<file path="src/msda_pkg.sv">
// Shared types, constants and helper functions of the dose alarm controller.
package msda_pkg;

  localparam int unsigned NUM_PLANS     = 4;
  localparam int unsigned DEF_SLOTS     = 4;
  localparam int unsigned PLAN_W        = 12;
  localparam int unsigned MIN_PER_HOUR  = 60;
  localparam int unsigned MIN_PER_DAY   = 1440;

  localparam logic [2:0] NONE_SLOT = 3'd4;
  localparam logic [5:0] UNSET6    = 6'd63;
  localparam logic [4:0] UNSET5    = 5'd31;

  localparam logic [PLAN_W-1:0] PLAN_RESET    = 12'd512;
  localparam logic [5:0]        SNOOZE_RESET  = 6'd5;
  localparam logic [7:0]        TIMEOUT_RESET = 8'd10;

  typedef enum logic [1:0] {
    ACT_TICK      = 2'd0,
    ACT_CONFIRM   = 2'd1,
    ACT_SNOOZE    = 2'd2,
    ACT_DAY_RESET = 2'd3
  } action_e;

  typedef enum logic [1:0] {
    MODE_NORMAL = 2'd0,
    MODE_RING   = 2'd1,
    MODE_MISSED = 2'd2
  } mode_e;

  typedef enum logic [2:0] {
    CFG_PLAN_A     = 3'd0,
    CFG_PLAN_B     = 3'd1,
    CFG_PLAN_C     = 3'd2,
    CFG_PLAN_D     = 3'd3,
    CFG_SNOOZE_MIN = 3'd4,
    CFG_TIMEOUT    = 3'd5
  } cfg_idx_e;

  typedef logic [NUM_PLANS-1:0][PLAN_W-1:0] plan_t;

  typedef struct packed {
    action_e    action;
    logic [4:0] day;
    logic [4:0] hour;
    logic [5:0] minute;
    logic [5:0] second;
  } item_t;

  typedef struct packed {
    mode_e       mode;
    logic [2:0]  ringing_slot;
    logic [5:0]  seen_day;
    logic [2:0]  last_slot;
    logic [5:0]  last_day;
    logic [4:0]  last_hour;
    logic [5:0]  last_minute;
    logic [7:0]  elapsed;
    logic [5:0]  last_second;
    logic [2:0]  snooze_slot;
    logic [15:0] snooze_due;
    logic        beep;
  } ctrl_t;

  localparam ctrl_t CTRL_RESET = '{
    mode:         MODE_NORMAL,
    ringing_slot: NONE_SLOT,
    seen_day:     UNSET6,
    last_slot:    NONE_SLOT,
    last_day:     UNSET6,
    last_hour:    UNSET5,
    last_minute:  UNSET6,
    elapsed:      8'd0,
    last_second:  UNSET6,
    snooze_slot:  NONE_SLOT,
    snooze_due:   16'd0,
    beep:         1'b0
  };

  typedef struct packed {
    logic [1:0] next_slot;
    logic       next_valid;
    logic [7:0] snooze_left;
    logic [1:0] snooze_slot;
    logic       snooze_active;
    logic [2:0] enabled_count;
    logic [2:0] taken_count;
    logic       beep_on;
    logic [2:0] alarm_slot;
    logic [1:0] mode;
  } result_t;

  // Absolute minute count within the month; the largest value fits in 16 bits.
  function automatic logic [15:0] now_minutes(input logic [4:0] day, input logic [4:0] hour,
                                              input logic [5:0] minute);
    return 16'(day) * 16'(MIN_PER_DAY) + 16'(hour) * 16'(MIN_PER_HOUR) + 16'(minute);
  endfunction

  function automatic logic [10:0] day_minutes(input logic [4:0] hour, input logic [5:0] minute);
    return 11'(hour) * 11'(MIN_PER_HOUR) + 11'(minute);
  endfunction

  function automatic logic plan_en(input logic [PLAN_W-1:0] p);
    return p[11];
  endfunction

  function automatic logic [4:0] plan_hour(input logic [PLAN_W-1:0] p);
    return p[10:6];
  endfunction

  function automatic logic [5:0] plan_min(input logic [PLAN_W-1:0] p);
    return p[5:0];
  endfunction

  // Back to normal with the buzzer off and the ring bookkeeping dropped.
  function automatic ctrl_t quiet(input ctrl_t c);
    ctrl_t r;
    r              = c;
    r.beep         = 1'b0;
    r.elapsed      = 8'd0;
    r.last_second  = UNSET6;
    r.ringing_slot = NONE_SLOT;
    r.mode         = MODE_NORMAL;
    return r;
  endfunction

endpackage

</file>
<file path="src/msda_core.sv">
// Next-state logic: day rollover, alarm start, ring timeout, confirm, snooze and daily reset.
module msda_core #(
  parameter int unsigned SLOTS = msda_pkg::DEF_SLOTS
) (
  input  msda_pkg::item_t                      item_i,
  input  msda_pkg::ctrl_t                      ctrl_i,
  input  logic [SLOTS-1:0]                     taken_i,
  input  logic [SLOTS-1:0][5:0]                tod_i,
  input  logic [SLOTS-1:0][msda_pkg::PLAN_W-1:0] plan_i,
  input  logic [5:0]                           snooze_min_i,
  input  logic [7:0]                           timeout_i,
  output msda_pkg::ctrl_t                      ctrl_o,
  output logic [SLOTS-1:0]                     taken_o,
  output logic [SLOTS-1:0][5:0]                tod_o
);

  localparam int unsigned SLOT_W     = (SLOTS > 1) ? $clog2(SLOTS) : 1;
  localparam logic [2:0]  SLOT_LIMIT = 3'(SLOTS);

  msda_pkg::ctrl_t         c;
  logic [SLOTS-1:0]        tk;
  logic [SLOTS-1:0][5:0]   td;
  logic [SLOTS-1:0]        match;
  logic [5:0]              day6;
  logic [15:0]             now_min;
  logic                    start;
  logic [SLOT_W-1:0]       start_slot;
  logic [SLOT_W-1:0]       pick;
  logic [SLOT_W-1:0]       sidx;
  logic [SLOT_W-1:0]       ridx;
  logic [7:0]              el;

  always_comb begin
    day6    = {1'b0, item_i.day};
    now_min = msda_pkg::now_minutes(item_i.day, item_i.hour, item_i.minute);
    c       = ctrl_i;
    tk      = taken_i;
    td      = tod_i;
    start   = 1'b0;
    start_slot = '0;
    sidx    = c.snooze_slot[SLOT_W-1:0];
    ridx    = c.ringing_slot[SLOT_W-1:0];
    el      = c.elapsed;

    // A taken mark only counts on the day it was set.
    for (int i = 0; i < SLOTS; i++) begin
      if (td[i] != day6) tk[i] = 1'b0;
    end

    if (c.seen_day == msda_pkg::UNSET6) c.seen_day = day6;
    if (day6 != c.seen_day) begin
      tk            = '0;
      td            = {SLOTS{msda_pkg::UNSET6}};
      c.seen_day    = day6;
      c.last_slot   = msda_pkg::NONE_SLOT;
      c.last_day    = msda_pkg::UNSET6;
      c.last_hour   = msda_pkg::UNSET5;
      c.last_minute = msda_pkg::UNSET6;
      c.ringing_slot = msda_pkg::NONE_SLOT;
      c.mode        = msda_pkg::MODE_NORMAL;
      c.beep        = 1'b0;
    end

    // Plan matches; an alarm fires once per slot and minute.
    for (int i = 0; i < SLOTS; i++) begin
      match[i] = msda_pkg::plan_en(plan_i[i]) && !tk[i] &&
                 !(c.last_slot == 3'(i) && c.last_day == day6 &&
                   c.last_hour == item_i.hour && c.last_minute == item_i.minute) &&
                 msda_pkg::plan_hour(plan_i[i]) == item_i.hour &&
                 msda_pkg::plan_min(plan_i[i]) == item_i.minute;
    end
    pick = '0;
    for (int i = SLOTS - 1; i >= 0; i--) begin
      if (match[i]) pick = SLOT_W'(i);
    end

    case (item_i.action)
      msda_pkg::ACT_TICK: begin
        case (c.mode)
          msda_pkg::MODE_NORMAL: begin
            if (c.snooze_slot < SLOT_LIMIT) begin
              if (!msda_pkg::plan_en(plan_i[sidx]) || tk[sidx]) begin
                c.snooze_slot = msda_pkg::NONE_SLOT;
                c.snooze_due  = 16'd0;
              end else if (now_min >= c.snooze_due) begin
                c.snooze_slot = msda_pkg::NONE_SLOT;
                c.snooze_due  = 16'd0;
                start         = 1'b1;
                start_slot    = sidx;
              end
            end
            if (!start && (|match)) begin
              start      = 1'b1;
              start_slot = pick;
            end
          end
          msda_pkg::MODE_RING: begin
            if (c.ringing_slot >= SLOT_LIMIT) begin
              c = msda_pkg::quiet(c);
            end else begin
              if (item_i.second != c.last_second) begin
                c.last_second = item_i.second;
                if (el != 8'hFF) el = el + 8'd1;
              end
              c.elapsed = el;
              if (c.elapsed >= timeout_i || item_i.hour != c.last_hour ||
                  item_i.minute != c.last_minute) begin
                tk[ridx]      = 1'b0;
                c.beep        = 1'b0;
                c.elapsed     = 8'd0;
                c.last_second = msda_pkg::UNSET6;
                c.mode        = msda_pkg::MODE_MISSED;
              end else begin
                c.beep = ~item_i.second[0];
              end
            end
          end
          default: begin
          end
        endcase
      end
      msda_pkg::ACT_CONFIRM: begin
        if (c.mode == msda_pkg::MODE_RING && c.ringing_slot < SLOT_LIMIT) begin
          tk[ridx] = 1'b1;
          td[ridx] = day6;
        end
        c.snooze_slot = msda_pkg::NONE_SLOT;
        c.snooze_due  = 16'd0;
        c = msda_pkg::quiet(c);
      end
      msda_pkg::ACT_SNOOZE: begin
        if (c.mode == msda_pkg::MODE_RING && c.ringing_slot < SLOT_LIMIT) begin
          c.snooze_slot = c.ringing_slot;
          c.snooze_due  = now_min + 16'(snooze_min_i);
        end
        c = msda_pkg::quiet(c);
      end
      default: begin
        tk = '0;
        td = {SLOTS{msda_pkg::UNSET6}};
      end
    endcase

    if (start) begin
      c.mode         = msda_pkg::MODE_RING;
      c.ringing_slot = 3'(start_slot);
      c.last_slot    = 3'(start_slot);
      c.last_day     = day6;
      c.last_hour    = item_i.hour;
      c.last_minute  = item_i.minute;
      c.elapsed      = 8'd0;
      c.last_second  = item_i.second;
      c.beep         = 1'b1;
    end

    ctrl_o  = c;
    taken_o = tk;
    tod_o   = td;
  end

endmodule

</file>
<file path="src/msda_status.sv">
// Result fields: slot counts, nearest upcoming dose and snooze countdown.
module msda_status #(
  parameter int unsigned SLOTS = msda_pkg::DEF_SLOTS
) (
  input  msda_pkg::item_t                        item_i,
  input  msda_pkg::ctrl_t                        ctrl_i,
  input  logic [SLOTS-1:0]                       taken_i,
  input  logic [SLOTS-1:0][msda_pkg::PLAN_W-1:0] plan_i,
  output msda_pkg::result_t                      res_o
);

  localparam logic [2:0] SLOT_LIMIT = 3'(SLOTS);
  // Larger than any distance, which stays below two days of minutes.
  localparam logic signed [12:0] DIST_MAX = 13'sd4095;

  logic [10:0]        nm;
  logic [15:0]        now_min;
  logic [15:0]        left;
  logic signed [12:0] diff;
  logic signed [12:0] best;
  logic [2:0]         en_cnt;
  logic [2:0]         tk_cnt;
  logic [1:0]         nslot;
  logic               nvalid;

  always_comb begin
    nm      = msda_pkg::day_minutes(item_i.hour, item_i.minute);
    now_min = msda_pkg::now_minutes(item_i.day, item_i.hour, item_i.minute);
    best    = DIST_MAX;
    en_cnt  = 3'd0;
    tk_cnt  = 3'd0;
    nslot   = 2'd0;
    nvalid  = 1'b0;
    diff    = 13'sd0;
    left    = 16'd0;

    // Taken slots are pushed to tomorrow, as are times already past today.
    for (int i = 0; i < SLOTS; i++) begin
      if (msda_pkg::plan_en(plan_i[i])) begin
        en_cnt = en_cnt + 3'd1;
        if (taken_i[i]) tk_cnt = tk_cnt + 3'd1;
        diff = $signed({2'b00, msda_pkg::day_minutes(msda_pkg::plan_hour(plan_i[i]),
                                                     msda_pkg::plan_min(plan_i[i]))}) -
               $signed({2'b00, nm});
        if (taken_i[i] || diff < 13'sd0) diff = diff + 13'(msda_pkg::MIN_PER_DAY);
        if (diff < best) begin
          best   = diff;
          nslot  = 2'(i);
          nvalid = 1'b1;
        end
      end
    end

    res_o               = '0;
    res_o.mode          = ctrl_i.mode;
    res_o.alarm_slot    = ctrl_i.ringing_slot;
    res_o.beep_on       = ctrl_i.beep;
    res_o.taken_count   = tk_cnt;
    res_o.enabled_count = en_cnt;
    res_o.next_valid    = nvalid;
    res_o.next_slot     = nslot;
    if (ctrl_i.snooze_slot < SLOT_LIMIT) begin
      res_o.snooze_active = 1'b1;
      res_o.snooze_slot   = ctrl_i.snooze_slot[1:0];
      if (ctrl_i.snooze_due > now_min) begin
        left = ctrl_i.snooze_due - now_min;
        res_o.snooze_left = (left > 16'd255) ? 8'hFF : left[7:0];
      end
    end
  end

endmodule

</file>
<file path="src/multi_slot_dose_alarm_controller_unit.sv">
// Top level of the four-slot daily dose alarm controller.
// Each input transaction is one event (tick, confirm, snooze or daily reset) with the
// current day and time; it yields exactly one result transaction with mode, buzzer drive,
// slot counts, snooze countdown and the next upcoming dose. An event is held in an
// input register and is evaluated in a single pass into the state and result registers,
// so the block takes one transaction per cycle while the result side keeps up. Plans and
// timing must be written through the configuration channel only while no event is in
// flight; the block does not enforce this, and writes are always accepted.
module multi_slot_dose_alarm_controller_unit #(
  parameter int unsigned SLOTS = msda_pkg::DEF_SLOTS
) (
  input  logic        clk_i,
  input  logic        rst_ni,
  input  logic        s_axis_tvalid,
  output logic        s_axis_tready,
  input  logic [23:0] s_axis_tdata,   // day[4:0], hour[9:5], minute[15:10], second[21:16]
  input  logic [1:0]  s_axis_tuser,   // action[1:0]
  output logic        m_axis_tvalid,
  input  logic        m_axis_tready,
  // mode[1:0], alarm_slot[4:2], beep_on[5], taken_count[8:6], enabled_count[11:9],
  // snooze_active[12], snooze_slot[14:13], snooze_left[22:15], next_valid[23],
  // next_slot[25:24]
  output logic [31:0] m_axis_tdata,
  input  logic        cfg_valid_i,
  output logic        cfg_ready_o,
  input  logic [2:0]  cfg_index_i,
  input  logic [11:0] cfg_data_i
);

  localparam logic [2:0] SLOT_LIMIT = 3'(SLOTS);

  msda_pkg::item_t                        in_item_q;
  logic                                   in_valid_q;
  msda_pkg::result_t                      res_d, res_q;
  logic                                   out_valid_q;
  msda_pkg::ctrl_t                        ctrl_d, ctrl_q;
  logic [SLOTS-1:0]                       taken_d, taken_q;
  logic [SLOTS-1:0][5:0]                  tod_d, tod_q;
  msda_pkg::plan_t                        plan_q;
  logic [5:0]                             snooze_min_q;
  logic [7:0]                             timeout_q;
  logic                                   step;
  logic                                   in_take;

  assign step          = in_valid_q && (!out_valid_q || m_axis_tready);
  assign s_axis_tready = !in_valid_q || step;
  assign in_take       = s_axis_tvalid && s_axis_tready;
  assign cfg_ready_o   = 1'b1;

  always_ff @(posedge clk_i or negedge rst_ni) begin
    if (!rst_ni) begin
      in_valid_q <= 1'b0;
    end else if (in_take) begin
      in_valid_q <= 1'b1;
    end else if (step) begin
      in_valid_q <= 1'b0;
    end
  end

  always_ff @(posedge clk_i) begin
    if (in_take) begin
      in_item_q.action <= msda_pkg::action_e'(s_axis_tuser);
      in_item_q.day    <= s_axis_tdata[4:0];
      in_item_q.hour   <= s_axis_tdata[9:5];
      in_item_q.minute <= s_axis_tdata[15:10];
      in_item_q.second <= s_axis_tdata[21:16];
    end
  end

  msda_core #(
    .SLOTS(SLOTS)
  ) u_core (
    .item_i      (in_item_q),
    .ctrl_i      (ctrl_q),
    .taken_i     (taken_q),
    .tod_i       (tod_q),
    .plan_i      (plan_q[SLOTS-1:0]),
    .snooze_min_i(snooze_min_q),
    .timeout_i   (timeout_q),
    .ctrl_o      (ctrl_d),
    .taken_o     (taken_d),
    .tod_o       (tod_d)
  );

  msda_status #(
    .SLOTS(SLOTS)
  ) u_status (
    .item_i (in_item_q),
    .ctrl_i (ctrl_d),
    .taken_i(taken_d),
    .plan_i (plan_q[SLOTS-1:0]),
    .res_o  (res_d)
  );

  always_ff @(posedge clk_i or negedge rst_ni) begin
    if (!rst_ni) begin
      ctrl_q      <= msda_pkg::CTRL_RESET;
      taken_q     <= '0;
      tod_q       <= {SLOTS{msda_pkg::UNSET6}};
      out_valid_q <= 1'b0;
    end else begin
      if (step) begin
        ctrl_q  <= ctrl_d;
        taken_q <= taken_d;
        tod_q   <= tod_d;
      end
      if (step) begin
        out_valid_q <= 1'b1;
      end else if (m_axis_tready) begin
        out_valid_q <= 1'b0;
      end
    end
  end

  always_ff @(posedge clk_i) begin
    if (step) res_q <= res_d;
  end

  always_ff @(posedge clk_i or negedge rst_ni) begin
    if (!rst_ni) begin
      plan_q       <= {msda_pkg::NUM_PLANS{msda_pkg::PLAN_RESET}};
      snooze_min_q <= msda_pkg::SNOOZE_RESET;
      timeout_q    <= msda_pkg::TIMEOUT_RESET;
    end else if (cfg_valid_i) begin
      case (cfg_index_i)
        msda_pkg::CFG_PLAN_A:     plan_q[0]    <= cfg_data_i;
        msda_pkg::CFG_PLAN_B:     plan_q[1]    <= cfg_data_i;
        msda_pkg::CFG_PLAN_C:     plan_q[2]    <= cfg_data_i;
        msda_pkg::CFG_PLAN_D:     plan_q[3]    <= cfg_data_i;
        msda_pkg::CFG_SNOOZE_MIN: snooze_min_q <= cfg_data_i[5:0];
        msda_pkg::CFG_TIMEOUT:    timeout_q    <= cfg_data_i[7:0];
        default: begin
        end
      endcase
    end
  end

  assign m_axis_tvalid = out_valid_q;
  assign m_axis_tdata  = {6'b0, res_q};

`ifndef SYNTH
  // The buzzer is only driven while an alarm rings.
  assert property (@(posedge clk_i) disable iff (!rst_ni)
    ctrl_q.beep |-> ctrl_q.mode == msda_pkg::MODE_RING)
    else $error("beep active outside ringing mode");

  // A missed alarm has its second counter cleared.
  assert property (@(posedge clk_i) disable iff (!rst_ni)
    ctrl_q.mode == msda_pkg::MODE_MISSED |-> ctrl_q.elapsed == 8'd0)
    else $error("elapsed seconds not cleared in missed mode");

  // A ringing alarm always belongs to a real slot.
  assert property (@(posedge clk_i) disable iff (!rst_ni)
    ctrl_q.mode == msda_pkg::MODE_RING |-> ctrl_q.ringing_slot < SLOT_LIMIT)
    else $error("ringing without a valid slot");

  // Snooze slot and due time are set and dropped together.
  assert property (@(posedge clk_i) disable iff (!rst_ni)
    ctrl_q.snooze_slot >= SLOT_LIMIT |->
      (ctrl_q.snooze_slot == msda_pkg::NONE_SLOT && ctrl_q.snooze_due == 16'd0))
    else $error("stale snooze state");
`endif

endmodule
</file>
<file path="config.mk">
export PLATFORM = sky130hd
export DESIGN_NAME = multi_slot_dose_alarm_controller_unit
export DESIGN_NICKNAME = d
export VERILOG_FILES = /design/src/msda_pkg.sv /design/src/msda_core.sv /design/src/msda_status.sv /design/src/multi_slot_dose_alarm_controller_unit.sv
export SDC_FILE = /design/constraint.sdc
export NUM_CORES = 1
export LEC_CHECK = 0
export ABC_CLOCK_PERIOD_IN_PS = 12180
export BUFFER_PORTS_ARGS = -buffer_cell sky130_fd_sc_hd__buf_4
export CAP_MARGIN = 20
export CELL_PAD_IN_SITES_DETAIL_PLACEMENT = 1
export CELL_PAD_IN_SITES_GLOBAL_PLACEMENT = 1
export CORE_MARGIN = 8
export CORE_UTILIZATION = 50
export CTS_BUF_LIST = sky130_fd_sc_hd__clkbuf_4 sky130_fd_sc_hd__clkbuf_8 sky130_fd_sc_hd__clkbuf_16
export CTS_CLUSTER_SIZE = 20
export DETAILED_ROUTE_END_ITERATION = 10
export GPL_TIMING_DRIVEN = 0
export PLACE_DENSITY = 0.81
export SLEW_MARGIN = 20
export SYNTH_ARGS = -nofsm -noshare
export SYNTH_HDL_FRONTEND = slang
export SYNTH_SLANG_ARGS = --single-unit
</file>
<file path="constraint.sdc">
create_clock -name clk_i -period 12.18 [get_ports clk_i]
set_input_delay 0 -clock clk_i [delete_from_list [all_inputs] [get_ports clk_i]]
set_output_delay 0 -clock clk_i [all_outputs]
set_load 0.03 [all_outputs]
</file>
==> results.toml <==
[global_route]
grt_max_degree = 87
grt_pass1_wl_um = 108300
overflow = 0
grt_use_total_pct = 28.51
grt_pass1_vias = 19220
antenna_found_initial = 0

[worst_setup_path]
r2r_setup_slack_ns = 0.38
reg2reg_depth = 52
r2r_end = "m_axis_tdata[23]"
crit_path_max_fanout = 10
reg2reg_from = "in_item_q[15]"
startpoint_type = "register"
cpPeakStageDelay_ns = 0.53
startpoint = "in_item_q[15]"
critPathCaptureType = "register"
worstSetupPathType = "reg -> reg"
timing.critical_path.mode_cell = "a21o_1"
cp_slowest_cell = "fa_1"
worst_ep_arrival_time_ns = 12.06
required_ns = 12.44
endpoint = "m_axis_tdata[23]"

[routing]
first_pass_iters = 5
drt_iter0_markers = 1220
finalWirelength_um = 70170
wl_per_cell_um = 23.38
drc = 0
vias = 18260
via_per_inst = 6.085
antenna_left = 0

[clock_tree]
clk_pin_slew_ns = 0.07
numCtsBuffers = 26
clk_latency_ns = 0.57
cts_sinks = 207
ctsRootBufferMaster = "clkbuf_16"
cts_max_level = 1
cts_max_path_buffers = 3
cts_tree = "yes"

[yosys]
ys_warn_count = 0
synth-main-ff-cell = "dfrtp_1"
synth.ff_latch_count = 207
synth_cell_types = 99
async_reset_ff_share_pct = 75.85
syn-cell-area_um2 = 20580
synth_edf_count = 50
syn_inst = 2279
avgSynthCellArea_um2 = 9.032
yosysSeqAreaShare_pct = 26.77

[finish]
multi_input_area_um2 = 14210
seqCellArea_um2 = 5510
layout_commonest_cell = "ha_1"
fillers = 4681
antenna_cells = 0
layout-drive-gt1-share_pct = 14.86
final_cell_mix = "251 x ha_1, 218 x inv_1, 171 x nand2_1"
postLayoutCoreUtil_pct = 58.06
layout.nets = 2798
syn_to_final_growth_pct = 14.90
final_cell_count_no_fill = 3001

[floorplan]
fp.dieW_um = 218.9
coreArea_um2 = 40740
pin_count = 81
core.rowCount = 74
dieArea_um2 = 47920
fp.dieH_um = 218.9
initial_core_util_pct = 50.53

[placed_design]
dpl.hpwl_um = 53170
gp_congestion = 0.8981
portBuffers = 71
dpl.cell_count = 2891
dp_slack_ns = -1.290

[status]
violations = "hold timing"
status = "complete, but fails checks"

[job]
drv_cap = 0

[sta]
rsz0062_at_grt = "yes"
whs_ns = -0.01477
period_share_pct = 96.86
relSlewSlack_pct = 21.46
finalWorstSetupSlack_ns = 0.3823
worstMarginPinSlew_ns = 1.167
skew_ns = 0.01977
maxSlewViolCount = 0
setup_tns_ns = 0
clock.fmax_mhz = 84.76
hold_violations = 3
setup_violations = 0
period_minus_slack_ns = 11.80

[hold_path]
hold_path.class = "in -> async"
-- worst max-delay path: cells and delay by family, from the launching register on --
kind,cells,cell delay (ns)
muxes,1,0.22
DFF,1,0.48
and+or+nand+nor,11,2.00
xor gates and xnor gates,1,0.33
buffers and inverters,7,1.33
adders and majority gates,7,2.48
AOI/OAI and AO/OA,25,4.62
-- synthesized netlist by cell type (15+ instances only) --
master | number | area [µm²]
nand4_1 | 33 | 206.5
o22a_1 | 17 | 148.9
clkbuf_1 | 38 | 142.6
a21oi_1 | 142 | 710.7
nand2b_1 | 30 | 187.7
dfrtp_1 | 93 | 2327
ha_1 | 251 | 3141
xor2_1 | 68 | 595.6
o21ai_0 | 111 | 555.5
nor3_1 | 42 | 210.2
nor2b_1 | 39 | 244.0
dfstp_2 | 64 | 1682
mux2_2 | 68 | 765.7
mux2i_1 | 17 | 170.2
o21bai_1 | 18 | 135.1
and2_1 | 17 | 106.4
nand2_1 | 173 | 649.4
nand3_1 | 50 | 250.2
xnor2_1 | 147 | 1287
a211oi_1 | 16 | 120.1
fa_1 | 52 | 1041
inv_1 | 219 | 822.0
edfxtp_1 | 50 | 1501
nor3b_1 | 15 | 112.6
a21o_1 | 62 | 465.5
o21a_1 | 33 | 247.7
nor2_1 | 147 | 551.8
-- layout make-up --
| cell class | instances | area share (%) |
|---|---|---|
| repair buffers | 138 | 5.057 |
| flip-flops and latches | 207 | 23.30 |
| well taps | 532 | 2.814 |
| clock inverters | 13 | 0.7247 |
| inverters | 224 | 3.587 |
| plain buffers | 61 | 1.238 |
| clock buffers | 35 | 3.190 |
| multi-input cells | 1791 | 60.09 |
-- registers in the layout, indices dropped and copies added, names as in the netlist, 4 cells and up --
name,cells
plan_q,48
in_item_q,24
m_axis_tdata,26
ctrl_q,65
tod_q,24
taken_q,4
snooze_min_q,6
timeout_q,8
-- per-layer routing --
layer	up-vias	routed length (µm)	track usage, %
li1	8386	-	-
met2	455	33830	48.19
met3	129	3031	2.960
met1	9291	30770	37.36
met4	0	2543	10.72
met5	-	0	0
-- through the flow --
stage | area, µm² | hold slack, ns
after global routing | 23650 | 0.03229
after CTS | 23390 | 0.005760
after detailed placement | 21880 | 0.005003
after global placement | 21800 | 0.1784
final | 23650 | -0.01477
after floorplan | 20600 | -0.2956
-- kinds of logic (layout without fill, tap and decap cells) --
group	Yosys count	after routing	share of synthesized area, %
AOI/OAI and AO/OA	550	550	18.08
DFF	207	207	26.77
buffers and inverters	286	471	5.452
other	2	7	0.03648
muxes	86	86	4.656
and+or+nand+nor	624	624	15.10
adders and majority gates	306	306	20.46
xor gates and xnor gates	218	218	9.446
-- worst min path at each step --
stage / slack, ns / cells past startpoint / to / startpoint
detailed placement: 0.005 / 1 / ctrl_q[13] / rst_ni
floorplan: -0.30 / 0 / ctrl_q[0] / rst_ni
finish: -0.01 / 2 / ctrl_q[13] / rst_ni
global placement: 0.18 / 1 / in_item_q[17] / s_axis_tdata[0]
CTS: 0.006 / 2 / ctrl_q[13] / rst_ni
global route: 0.03 / 2 / ctrl_q[13] / rst_ni
-- what timing repair did --
action | CTS | global route
setup endpoints to repair | 11 | 11
hold buffers | 44 | 1
pin swaps | 2 | 8
setup buffers | 4 | 13
endpoints found under the hold margin | 229 | 6
gates resized for setup | 20 | 32
Power is left out: the tool's default activity adds up to more than one toggle a clock period on the data nets, which glitch-free logic cannot reach.
